**src/hdl/elc_pkg.sv**
```systemverilog
package elc_pkg;

	localparam int ELC_STACK_DEPTH = 64;

	// token codes as reported in found_token
	typedef enum logic [2:0] {
		TK_NONE  = 3'd0,
		TK_PLUS  = 3'd1,
		TK_TIMES = 3'd2,
		TK_LP    = 3'd3,
		TK_RP    = 3'd4,
		TK_DOL   = 3'd5,
		TK_ID    = 3'd6
	} tok_t;

	// grammar symbols held on the parse stack
	typedef enum logic [2:0] {
		SY_S   = 3'd0,
		SY_E   = 3'd1,
		SY_EP  = 3'd2,
		SY_T   = 3'd3,
		SY_TP  = 3'd4,
		SY_F   = 3'd5,
		SY_RP  = 3'd6,
		SY_DOL = 3'd7
	} sym_t;

	typedef enum logic [2:0] {
		ST_EMPTY = 3'd0,
		ST_BUSY  = 3'd1,
		ST_SYN   = 3'd2,
		ST_ACC   = 3'd3,
		ST_TRAIL = 3'd4,
		ST_DEEP  = 3'd5,
		ST_LEX   = 3'd6
	} line_st_t;

	typedef enum logic [2:0] {
		VD_ACCEPT = 3'd0,
		VD_SYNTAX = 3'd1,
		VD_LEXICAL = 3'd2,
		VD_EMPTY  = 3'd3,
		VD_TRAIL  = 3'd4,
		VD_DEEP   = 3'd5
	} verdict_t;

	// expected-set bits, one per token
	localparam logic [5:0] M_PLUS  = 6'b000001;
	localparam logic [5:0] M_TIMES = 6'b000010;
	localparam logic [5:0] M_LP    = 6'b000100;
	localparam logic [5:0] M_RP    = 6'b001000;
	localparam logic [5:0] M_DOL   = 6'b010000;
	localparam logic [5:0] M_ID    = 6'b100000;

	localparam logic [7:0] CH_PLUS  = 8'd43;
	localparam logic [7:0] CH_TIMES = 8'd42;
	localparam logic [7:0] CH_LP    = 8'd40;
	localparam logic [7:0] CH_RP    = 8'd41;
	localparam logic [7:0] CH_DOL   = 8'd36;
	localparam logic [7:0] CH_SPACE = 8'd32;
	localparam logic [7:0] CH_NL    = 8'd10;

	// what the sequencer does after a byte or a token is handled
	typedef enum logic [1:0] {
		NK_TOKEN   = 2'd0,
		NK_VERDICT = 2'd1,
		NK_IDLE    = 2'd2
	} next_kind_t;

	typedef struct packed {
		logic accept;
		logic lex;
		logic take;
		logic emit;
		logic parse;
		logic load;
		logic finish;
	} elc_cmd_t;

	typedef struct packed {
		next_kind_t next_kind;
		logic       emit_parse;
		logic       more;
		logic       load;
		logic       out_busy;
	} elc_sts_t;

endpackage

```
**src/hdl/elc_dp.sv**
```systemverilog
module elc_dp
	import elc_pkg::*;
#(
	parameter int STACK_DEPTH = ELC_STACK_DEPTH
) (
	input  logic        clk,
	input  logic        arst_n,
	input  elc_cmd_t    cmd,
	output elc_sts_t    sts,
	input  logic [7:0]  char_in,
	input  logic        last_in,
	input  logic        out_ready,
	output logic        out_valid,
	output logic [2:0]  out_verdict,
	output logic [2:0]  out_found,
	output logic [5:0]  out_mask
);

	localparam int SPW = $clog2(STACK_DEPTH + 1);
	localparam int IW  = $clog2(STACK_DEPTH);

	logic [7:0]     char_q;
	logic           last_q;
	logic           in_id_q;
	logic           pend_id_q;
	tok_t           pend_ch_q;
	tok_t           tok_q;
	line_st_t       status_q;
	tok_t           err_tok_q;
	logic [5:0]     err_mask_q;
	sym_t           top_q;
	logic [SPW-1:0] sp_q;
	sym_t           rd_q;
	sym_t           stack_mem [STACK_DEPTH];

	logic           out_valid_q;
	logic [2:0]     verdict_q;
	logic [2:0]     found_q;
	logic [5:0]     mask_q;

	// lexer decode
	logic is_lower, is_digit, is_alnum, is_skip;
	tok_t char_tok;
	logic id_end, id_cont, flag_after;

	always_comb begin
		is_lower = (char_q >= 8'd97) && (char_q <= 8'd122);
		is_digit = (char_q >= 8'd48) && (char_q <= 8'd57);
		is_alnum = is_lower || is_digit;
		is_skip  = (char_q == CH_SPACE) || (char_q == CH_NL);
		case (char_q)
			CH_PLUS:  char_tok = TK_PLUS;
			CH_TIMES: char_tok = TK_TIMES;
			CH_LP:    char_tok = TK_LP;
			CH_RP:    char_tok = TK_RP;
			CH_DOL:   char_tok = TK_DOL;
			default:  char_tok = TK_NONE;
		endcase
		id_end     = in_id_q && !is_alnum;
		id_cont    = in_id_q && is_alnum;
		flag_after = id_cont || (!in_id_q && is_lower);
	end

	// one step of the ll(1) table
	typedef enum logic [2:0] {
		A_EXP_MORE,
		A_EXP_RET,
		A_POP_MORE,
		A_POP_RET,
		A_FAIL
	} act_t;

	act_t       act;
	sym_t       sym_lo, sym_hi;
	logic [5:0] fail_mask;
	logic       starts, is_exp, is_pop, full;
	logic [SPW-1:0] sp_m1, sp_m2;

	always_comb begin
		act       = A_FAIL;
		sym_lo    = SY_S;
		sym_hi    = SY_S;
		fail_mask = 6'd0;
		starts    = (tok_q == TK_ID) || (tok_q == TK_LP);
		unique case (top_q)
			SY_S: begin
				if (starts) begin
					act = A_EXP_MORE; sym_lo = SY_DOL; sym_hi = SY_E;
				end else fail_mask = M_ID | M_LP;
			end
			SY_E: begin
				if (starts) begin
					act = A_EXP_MORE; sym_lo = SY_EP; sym_hi = SY_T;
				end else fail_mask = M_ID | M_LP;
			end
			SY_T: begin
				if (starts) begin
					act = A_EXP_MORE; sym_lo = SY_TP; sym_hi = SY_F;
				end else fail_mask = M_ID | M_LP;
			end
			SY_EP: begin
				if (tok_q == TK_PLUS) begin
					act = A_EXP_RET; sym_lo = SY_EP; sym_hi = SY_T;
				end else if (tok_q == TK_RP || tok_q == TK_DOL) act = A_POP_MORE;
				else fail_mask = M_PLUS | M_RP | M_DOL;
			end
			SY_TP: begin
				if (tok_q == TK_TIMES) begin
					act = A_EXP_RET; sym_lo = SY_TP; sym_hi = SY_F;
				end else if (tok_q == TK_PLUS || tok_q == TK_RP || tok_q == TK_DOL) begin
					act = A_POP_MORE;
				end else fail_mask = M_PLUS | M_TIMES | M_RP | M_DOL;
			end
			SY_F: begin
				if (tok_q == TK_ID) act = A_POP_RET;
				else if (tok_q == TK_LP) begin
					act = A_EXP_RET; sym_lo = SY_RP; sym_hi = SY_E;
				end else fail_mask = M_ID | M_LP;
			end
			SY_RP: begin
				if (tok_q == TK_RP) act = A_POP_RET;
				else fail_mask = M_RP;
			end
			SY_DOL: begin
				if (tok_q == TK_DOL) act = A_POP_RET;
				else fail_mask = M_DOL;
			end
		endcase
		is_exp = (act == A_EXP_MORE) || (act == A_EXP_RET);
		is_pop = (act == A_POP_MORE) || (act == A_POP_RET);
		full   = sp_q >= SPW'(STACK_DEPTH);
		sp_m1  = sp_q - SPW'(1);
		sp_m2  = sp_q - SPW'(2);
	end

	always_comb begin
		if (pend_id_q || pend_ch_q != TK_NONE) sts.next_kind = NK_TOKEN;
		else if (last_q) sts.next_kind = (status_q == ST_BUSY) ? NK_TOKEN : NK_VERDICT;
		else sts.next_kind = NK_IDLE;
		sts.emit_parse = (status_q == ST_EMPTY) || (status_q == ST_BUSY);
		sts.more       = ((act == A_EXP_MORE) && !full) || (act == A_POP_MORE);
		// a pop that leaves entries behind must refetch the new top
		sts.load       = is_pop && (sp_q != SPW'(1));
		sts.out_busy   = out_valid_q && !out_ready;
	end

	// stack body below the cached top
	always_ff @(posedge clk) begin
		if (cmd.parse && is_exp && !full) stack_mem[sp_m1[IW-1:0]] <= sym_lo;
		rd_q <= stack_mem[sp_m2[IW-1:0]];
	end

	always_ff @(posedge clk) begin
		if (cmd.accept) char_q <= char_in;
		if (cmd.take) begin
			if (pend_id_q) tok_q <= TK_ID;
			else tok_q <= pend_ch_q;
		end
	end

	always_ff @(posedge clk or negedge arst_n) begin
		if (!arst_n) begin
			last_q     <= 1'b0;
			in_id_q    <= 1'b0;
			pend_id_q  <= 1'b0;
			pend_ch_q  <= TK_NONE;
			status_q   <= ST_EMPTY;
			err_tok_q  <= TK_NONE;
			err_mask_q <= 6'd0;
			top_q      <= SY_S;
			sp_q       <= SPW'(1);
		end else begin
			if (cmd.accept) last_q <= last_in;
			if (cmd.lex && status_q != ST_LEX) begin
				pend_id_q <= id_end || (last_q && flag_after);
				in_id_q   <= flag_after && !last_q;
				if (!id_cont && !is_lower) begin
					if (char_tok != TK_NONE) pend_ch_q <= char_tok;
					else if (!is_skip) status_q <= ST_LEX;
				end
			end
			if (cmd.take) begin
				if (pend_id_q) pend_id_q <= 1'b0;
				else pend_ch_q <= TK_NONE;
			end
			if (cmd.emit) begin
				if (status_q == ST_EMPTY) status_q <= ST_BUSY;
				else if (status_q == ST_ACC) status_q <= ST_TRAIL;
			end
			if (cmd.parse) begin
				if (is_exp) begin
					if (full) status_q <= ST_DEEP;
					else begin
						top_q <= sym_hi;
						sp_q  <= sp_q + SPW'(1);
					end
				end else if (is_pop) begin
					sp_q <= sp_m1;
					if (top_q == SY_DOL && sp_q == SPW'(1)) status_q <= ST_ACC;
				end else begin
					status_q   <= ST_SYN;
					err_tok_q  <= tok_q;
					err_mask_q <= fail_mask;
				end
			end
			if (cmd.load) top_q <= rd_q;
			if (cmd.finish) begin
				last_q     <= 1'b0;
				in_id_q    <= 1'b0;
				pend_id_q  <= 1'b0;
				pend_ch_q  <= TK_NONE;
				status_q   <= ST_EMPTY;
				err_tok_q  <= TK_NONE;
				err_mask_q <= 6'd0;
				top_q      <= SY_S;
				sp_q       <= SPW'(1);
			end
		end
	end

	// result register
	verdict_t vd;
	always_comb begin
		unique case (status_q)
			ST_LEX:   vd = VD_LEXICAL;
			ST_EMPTY: vd = VD_EMPTY;
			ST_SYN:   vd = VD_SYNTAX;
			ST_TRAIL: vd = VD_TRAIL;
			ST_DEEP:  vd = VD_DEEP;
			default:  vd = VD_ACCEPT;
		endcase
	end

	always_ff @(posedge clk) begin
		if (cmd.finish) begin
			verdict_q <= vd;
			found_q   <= (status_q == ST_SYN) ? err_tok_q : TK_NONE;
			mask_q    <= (status_q == ST_SYN) ? err_mask_q : 6'd0;
		end
	end

	always_ff @(posedge clk or negedge arst_n) begin
		if (!arst_n) out_valid_q <= 1'b0;
		else if (cmd.finish) out_valid_q <= 1'b1;
		else if (out_ready) out_valid_q <= 1'b0;
	end

	assign out_valid   = out_valid_q;
	assign out_verdict = verdict_q;
	assign out_found   = found_q;
	assign out_mask    = mask_q;

endmodule

```
**src/hdl/elc_ctrl.sv**
```systemverilog
module elc_ctrl
	import elc_pkg::*;
(
	input  logic     clk,
	input  logic     arst_n,
	input  logic     in_valid,
	output logic     in_ready,
	input  elc_sts_t sts,
	output elc_cmd_t cmd
);

	typedef enum logic [2:0] {
		S_IDLE,
		S_LEX,
		S_NEXT,
		S_EMIT,
		S_PARSE,
		S_LOAD_MORE,
		S_LOAD_RET,
		S_VERDICT
	} state_t;

	state_t state_q;

	assign in_ready = (state_q == S_IDLE);

	always_comb begin
		cmd        = '0;
		cmd.accept = (state_q == S_IDLE) && in_valid;
		cmd.lex    = (state_q == S_LEX);
		cmd.take   = (state_q == S_NEXT) && (sts.next_kind == NK_TOKEN);
		cmd.emit   = (state_q == S_EMIT);
		cmd.parse  = (state_q == S_PARSE);
		cmd.load   = (state_q == S_LOAD_MORE) || (state_q == S_LOAD_RET);
		cmd.finish = (state_q == S_VERDICT) && !sts.out_busy;
	end

	always_ff @(posedge clk or negedge arst_n) begin
		if (!arst_n) begin
			state_q <= S_IDLE;
		end else begin
			unique case (state_q)
				S_IDLE: if (in_valid) state_q <= S_LEX;
				S_LEX: state_q <= S_NEXT;
				S_NEXT: begin
					unique case (sts.next_kind)
						NK_TOKEN:   state_q <= S_EMIT;
						NK_VERDICT: state_q <= S_VERDICT;
						default:    state_q <= S_IDLE;
					endcase
				end
				S_EMIT: state_q <= sts.emit_parse ? S_PARSE : S_NEXT;
				S_PARSE: begin
					if (sts.load) state_q <= sts.more ? S_LOAD_MORE : S_LOAD_RET;
					else state_q <= sts.more ? S_PARSE : S_NEXT;
				end
				S_LOAD_MORE: state_q <= S_PARSE;
				S_LOAD_RET: state_q <= S_NEXT;
				S_VERDICT: if (!sts.out_busy) state_q <= S_IDLE;
				default: state_q <= S_IDLE;
			endcase
		end
	end

endmodule

```
**src/hdl/expression_lexer_ll1_checker_core.sv**
```systemverilog
// sequence: a byte passes the accept, lex and dispatch states; each token then passes an emit state,
//   a dispatch state, its table steps in the parse state and a load step per pop that refetches the stack top
// line end adds the verdict state, held while the previous result waits; the result shows
//   in the output register in the cycle after it
// throughput: one byte at a time, set by the single shared parse-step unit and stack read port
// reset: arst_n clears the sequencer, line state and output valid; stack memory is not cleared
module expression_lexer_ll1_checker_core
	import elc_pkg::*;
#(
	parameter int STACK_DEPTH = ELC_STACK_DEPTH
) (
	input  logic        clk,
	input  logic        arst_n,
	input  logic        s_axis_tvalid,
	output logic        s_axis_tready,
	input  logic [7:0]  s_axis_tdata,   // [7:0] char_code
	input  logic        s_axis_tlast,   // line_end
	output logic        m_axis_tvalid,
	input  logic        m_axis_tready,
	output logic [15:0] m_axis_tdata    // [2:0] verdict, [5:3] found_token, [11:6] expected_mask
);

	elc_cmd_t   cmd;
	elc_sts_t   sts;
	logic [2:0] verdict;
	logic [2:0] found_token;
	logic [5:0] expected_mask;

	elc_ctrl u_ctrl (
		.clk      (clk),
		.arst_n   (arst_n),
		.in_valid (s_axis_tvalid),
		.in_ready (s_axis_tready),
		.sts      (sts),
		.cmd      (cmd)
	);

	elc_dp #(
		.STACK_DEPTH (STACK_DEPTH)
	) u_dp (
		.clk         (clk),
		.arst_n      (arst_n),
		.cmd         (cmd),
		.sts         (sts),
		.char_in     (s_axis_tdata),
		.last_in     (s_axis_tlast),
		.out_ready   (m_axis_tready),
		.out_valid   (m_axis_tvalid),
		.out_verdict (verdict),
		.out_found   (found_token),
		.out_mask    (expected_mask)
	);

	assign m_axis_tdata = {4'd0, expected_mask, found_token, verdict};

endmodule

```
**config.mk**
```make
export PLATFORM = sky130hd
export DESIGN_NAME = expression_lexer_ll1_checker_core
export DESIGN_NICKNAME = d
export VERILOG_FILES = /design/src/hdl/elc_pkg.sv /design/src/hdl/elc_dp.sv /design/src/hdl/elc_ctrl.sv /design/src/hdl/expression_lexer_ll1_checker_core.sv
export SDC_FILE = /design/constraint.sdc
export NUM_CORES = 1
export LEC_CHECK = 0
export BUFFER_PORTS_ARGS = -buffer_cell sky130_fd_sc_hd__buf_4
export CORE_MARGIN = 8
export CORE_UTILIZATION = 40
export CTS_CLUSTER_DIAMETER = 30
export DETAILED_ROUTE_END_ITERATION = 12
export PLACE_DENSITY = 0.52
export SLEW_MARGIN = 40
export SYNTH_ARGS = -nofsm -noshare
export SYNTH_HDL_FRONTEND = slang
export SYNTH_SLANG_ARGS = --single-unit
```
**constraint.sdc**
```tcl
create_clock -name clk -period 7.6 [get_ports clk]
set_clock_uncertainty 0.05 [all_clocks]
set_input_delay 1.52 -clock clk [delete_from_list [all_inputs] [get_ports clk]]
set_output_delay 1.52 -clock clk [all_outputs]
set_load 0.05 [all_outputs]
```
Yosys cells after proc, flatten, opt, wreduce, memory -nomap -nowiden
Memory sizes are Yosys's and may differ from the RTL's. A register that Yosys moved wholly into a read port is not among the register bits.
Index checks and enable logic that the tools add are counted.
{"block": "totals", "n_memories": 1, "in_bits": 13, "romBits": 0, "mem_bits_rw": 192, "latch_bits": 0, "register_bits": 55}
{"name": "u_dp.stack_mem", "words": 64, "word_bits": 3, "rd": 1, "rd_ports_with_merged_regs": 1, "wr": 1, "line": "elc_dp.sv:34", "source": "sym_t stack_mem [STACK_DEPTH];"}
{"block": "classes", "n_bitwise": 0, "n_mul": 0, "order_cmp": 5, "shifts": 0, "n_mux": 98, "eq_ne": 46, "div": 0, "addsub": 3, "reduce_logical": 60}
{"cell": "two-way mux 3 bit", "count": 50}
{"cell": "two-way mux 6 bit", "count": 9}
{"cell": "case mux 3 bit (6 select lines)", "count": 3}
{"cell": "== test 8 x 6 -> 1 bit, second input constant", "count": 6}
{"cell": "== test 3 bit, second input constant", "count": 14}
{"cell": "case mux 6 bit (6 select lines)", "count": 1}
{"cell": "two-way mux 7 bit", "count": 5}
{"cell": "== test 3 x 2 -> 1 bit, second input constant", "count": 10}
{"cell": "case mux 3 bit (5 select lines)", "count": 2}
{"cell": "case mux 3 bit (7 select lines)", "count": 1}
{"cell": "logical AND 1 bit", "count": 18}
{"cell": "== test 3 x 1 -> 1 bit, second input constant", "count": 5}
{"cell": "two-way mux 1 bit", "count": 15}
{"cell": "two-way mux 5 bit", "count": 3}
{"cell": "nonzero test 3 bit", "count": 5}
{"cell": "logical OR 1 bit", "count": 14}
{"cell": "two-way mux 2 bit", "count": 7}
{"cell": "logical NOT 3 bit", "count": 4}
{"cell": "!= test 3 bit, second input constant", "count": 3}
{"cell": "AND reduction 3 bit", "count": 3}
{"cell": "== test 8 x 4 -> 1 bit, second input constant", "count": 1}
{"cell": ">= comparator 8 x 6 -> 1 bit, second input constant", "count": 1}
{"cell": ">= comparator 8 x 7 -> 1 bit, second input constant", "count": 1}
{"cell": "less-or-equal comparator 8 x 6 -> 1 bit, second input constant", "count": 1}
{"cell": "17 further kinds", "count": 30}

Depth between registers and ports, before layout
{"block": "depth", "ltp_word": 16, "depth_mapped": 10, "mapped_depth_nobuf": 8}

By module
Synthesis repeated with hierarchy kept, for this count alone.
{"block": "unflattened", "cells_unflattened": 765, "hier_area_um2": 11277.1}
{"module": "elc_dp", "cells_each": 725, "n_inst": 1, "area_per_inst_um2": 10968.0, "seq_area_each_um2": 7188.1}
{"module": "elc_ctrl", "cells_each": 35, "n_inst": 1, "area_per_inst_um2": 275.3, "seq_area_each_um2": 75.1}
{"module": "expression_lexer_ll1_checker_core", "cells_each": 5, "n_inst": 1, "area_per_inst_um2": 33.8, "seq_area_each_um2": 0.0}

Least setup slack after synthesis
Ideal clock, no wire load.
{"block": "synth_timing", "path_type": "reg2reg", "startpoint": "register u_dp.top_q[0]", "endpoint": "memory u_dp.stack_mem[0][0] (netlist bit), data pin", "n_path_buf": 2, "stages_incl_launch_ff": 4, "period_less_slack_ns": 5.186, "t_arrival_ns": 4.272, "slack_ns": 2.414, "cell_sequence": "dfrtp_1 buf_2 buf_2 nor4_1"}
{"block": "synth_via", "elab_chain_cells": 2, "elab_cells_between_ends": 7, "cone_classes": "eq/ne: 5; mux: 1; reduce/logical: 1"}
{"item": "from (decl)", "line": "elc_dp.sv:31", "source": "sym_t top_q;"}
{"item": "from (signal assigned)", "line": "elc_dp.sv:194", "source": "top_q <= sym_hi;"}
{"item": "from (signal assigned)", "line": "elc_dp.sv:206", "source": "if (cmd.load) top_q <= rd_q;"}
{"item": "== test 3 bit, or another cell as far along", "line": "elc_dp.sv:85", "source": "unique case (top_q)"}
{"item": "case mux 3 bit (6 select lines) (*)", "line": "elc_dp.sv:85"}
{"item": "net u_dp.sym_lo[0]", "line": "elc_dp.sv:74", "source": "sym_t sym_lo, sym_hi;"}
{"item": "to (decl)", "line": "elc_dp.sv:34"}
The timed path passes the listed nets; every way through them passes the cells marked *.

Worst setup path after layout
{"block": "layout_timing", "startpoint": "register u_dp.top_q[1]", "endpoint": "memory u_dp.stack_mem[36][0] (netlist bit) (enable)"}
{"block": "layout_via", "elab_chain_cells": 9, "elab_cells_between_ends": 17, "cone_classes": "eq/ne: 8; mux: 3; reduce/logical: 6"}
{"item": "== test 3 x 1 -> 1 bit, or another cell as far along", "line": "elc_dp.sv:85"}
{"item": "OR reduction 3 bit (no source line)"}
{"item": "case mux 3 bit (6 select lines) (*)", "line": "elc_dp.sv:85"}
{"item": "== test 3 x 1 -> 1 bit / logical NOT 3 bit (equally long branches)", "line": "elc_dp.sv:129", "source": "is_exp = (act == A_EXP_MORE) || (act == A_EXP_RET);"}
{"item": "logical OR 1 bit (*)", "line": "elc_dp.sv:129"}
{"item": "logical AND 1 bit (*) (2 in a row)", "line": "elc_dp.sv:149", "source": "if (cmd.parse && is_exp && !full) stack_mem[sp_m1[IW-1:0]] <= sym_lo;"}
{"item": "two-way mux 1 bit (*)", "line": "elc_dp.sv:149"}
{"item": "two-way mux 1 bit (not written as such) (*)", "line": "elc_dp.sv:149"}
Every way passes the cells marked *; elsewhere a longest branch is shown, timed or not.

==> impl_metrics.toml <==
[cells_and_area]
seqCellArea_um2 = 7270
multiInputGateArea_um2 = 3630
layout-drive-gt1-share_pct = 24.0
finalInstanceArea_um2 = 13400
area.growth.synth_to_final_pct = 20.7
diodes = 0
final_nets = 810
fillCellCount = 2309

[timing]
fmax_mhz = 260
period_share_pct = 50.5
drv_slew = 0
grt_setup_unrepaired = "false"
hold_viol_final = 0
holdWs_ns = 0.414
slew_headroom_pct = 46.4
setup_viol = 0
layout_min_cycle_time_ns = 3.84
tns_ns = 0
worst_pin_slew_ns = 0.802

[synth]
synth_cell_types = 65
synthFlopType = "edfxtp_1"
avgSynthCellArea_um2 = 14.8
ys_seq_area_share_pct = 65.3
ys_warn_count = 0
synthArstFlopShare_pct = 12.5
ys_ff_latch = 248
synth_edf_count = 214
syn_area_um2 = 11100
synthCells = 750

[placed_design]
io_buffers = 26
place_area_um2 = 11700
hpwl_um = 15500
routabilityCongestion = 0.876

[run_status]
status = "finished clean"

[setup_path]
end_kind = "register"
crit_required_ns = 7.74
critPathArrivalTime_ns = 3.98
start_kind = "register"
worst-setup-path-type = "register to register"
path_max_fanout = 20

[floorplanning]
initial_utilization_pct = 40.4
die_h_um = 183
row_count = 61
die_w_um = 183
dieArea_um2 = 33400
ios = 31
core-area_um2 = 27600

[clocking]
numCtsBuffers = 51
path_clk_slew_ns = 0.04
clockRootBuffer = "clkbuf_16"
insertion_delay_ns = 0.56
cts.path.max_buffers = 3
cts.sinks = 248
h-tree-depth = 2
cts_tree = "done"
post-cts-setup-buffers = 0
cts_resized = 0
postCtsHoldBufs = 0

[global_routing]
grt.total_usage_pct = 15.2
overflow = 0
grt_max_degree = 65
grt_pass1_vias = 6784
grt_pass1_wl_um = 39400
grt_antenna_before_repair = 0

[routing]
drc = 0
drtPass1Iterations = 5
met3_length_um = 1350
postRouteAntennaNets = 0
wl_met1_um = 10500
drt_iter0_drc = 544
met2WireLength_um = 12500
routedWlPerCell_um = 20.6
vias_per_cell = 5.41
vias = 6548
top_layer_used = "met4"
drt_wl_total_um = 25000

[hold_path]
hold_path_class = "register to register"

[pwr]
p_per_area_nw_per_um2 = 436
peakVddDrop_mv = 0.230
cellLeakagePower_nw = 4.56

[run]
maxCapViolCount = 0
==> where the power goes <==
group / switching [mW] / internal, mW
Sequential: 0.218 / 1.68
Combinational: 1.02 / 0.747
Clock: 0.730 / 1.46
==> kinds of logic after synthesis <==
kind of cell | Yosys count | share of synthesized area, %
flops | 248 | 65.3
simple gates | 248 | 10.8
compound gates | 92 | 5.59
mux | 72 | 13.3
buf+inv | 62 | 2.61
xor+xnor | 20 | 1.64
fa+ha+maj | 7 | 0.787
other cells | 1 | 0.0337
==> metal layers <==
layer | GRT usage (%) | vias to the layer above
li1 | - | 2979
met1 | 19.0 | 3301
met2 | 25.9 | 215
met3 | 3.23 | 53
met4 | 5.47 | 0
met5 | 0 | -
==> cells in the final DEF, fill, tap and decap left out, drive strengths merged, types with 4 or more instances in the layout <==
cell type,n
a211oi,5
a21oi,19
a31oi,7
and2,13
and3,4
buf,34
bufinv,6
clkbuf,59
clkinv,20
clkinvlp,6
conb,4
dfrtp,30
edfxtp,214
ha,7
inv,16
mux2,5
mux2i,7
mux4,60
nand2,42
nand2b,11
nand3,24
nand3b,4
nand4,6
nor2,96
nor2b,7
nor3,14
nor3b,7
o21ai,27
or2,4
or4,5
xnor2,13
xor2,7
==> Yosys cell counts, drive strengths merged, types with 11 or more instances <==
cell type | number | area [um2]
a21oi | 19 | 95.1
inv | 11 | 41.3
nor2 | 96 | 360
nor3 | 14 | 70.1
o21ai | 27 | 135
mux4 | 60 | 1350
nand2 | 42 | 158
dfrtp | 30 | 751
edfxtp | 214 | 6430
and2 | 13 | 81.3
nand2b | 11 | 68.8
xnor2 | 13 | 121
nand3 | 24 | 120
buf | 36 | 193
clkbuf | 14 | 52.6
==> through the flow <==
step | util (%) | setup slack (ns) | total power, mW | cells
2_1_floorplan | - | 2.41 | 3.19 | 753
3_3_place_gp | 42.2 | 3.60 | 3.64 | 1111
3_5_place_dp | 42.4 | 3.79 | 3.69 | 1115
4_1_cts | 48.8 | 3.84 | 5.91 | 1210
5_1_grt | 48.8 | 3.58 | 6.14 | 1210
6_report | 48.8 | 3.76 | 5.85 | 1210
==> registers in the layout, indices dropped and copies added (netlist names) <==
name / cells
u_dp.sp_q: 7
u_dp.out_valid: 1
u_dp.out_found: 3
u_dp.char_q: 8
u_dp.out_mask: 5
u_dp.out_verdict: 3
u_dp.tok_q: 3
u_dp.in_id_q: 1
u_dp.err_tok_q: 3
u_dp.rd_q: 3
u_dp.stack_mem: 192
u_dp.pend_ch_q: 3
u_dp.err_mask_q: 5
u_ctrl.state_q: 3
u_dp.last_q: 1
u_dp.top_q: 3
u_dp.pend_id_q: 1
u_dp.status_q: 3
==> final timing paths <==
kind	start	to	slack [ns]	depth (start not counted)
setup / recovery	u_dp.top_q[1]	u_dp.stack_mem[36][0]	3.76	6
hold / removal	u_dp.rd_q[0]	u_dp.top_q[0]	0.41	2
setup reg to reg	u_dp.top_q[1]	u_dp.stack_mem[36][0]	3.76	6
hold reg to reg	u_dp.rd_q[0]	u_dp.top_q[0]	0.41	2
max in group asynchronous	arst_n	u_dp.err_mask_q[3]	6.32	1
min in group asynchronous	arst_n	u_dp.last_q	0.84	1
==> layout make-up <==
type,count,share of cell area (%)
Clock buffer,59,9.87
Inverter,12,0.335
Timing Repair Buffer,34,2.06
Sequential cell,248,54.1
Multi-Input combinational cell,443,27.0
Clock inverter,36,3.10
Tap cell,378,3.52
==> worst max-delay path, cell delays in order, from the launching register on <==
cell and delay, ns:
dfrtp_1 0.72, nor3b_1 0.45, and3_1 0.27, a221oi_2 0.08
nor3_1 0.65, nand4_1 0.78, nor2_1 0.50
Note: power is estimated with default switching activity, not from simulation.
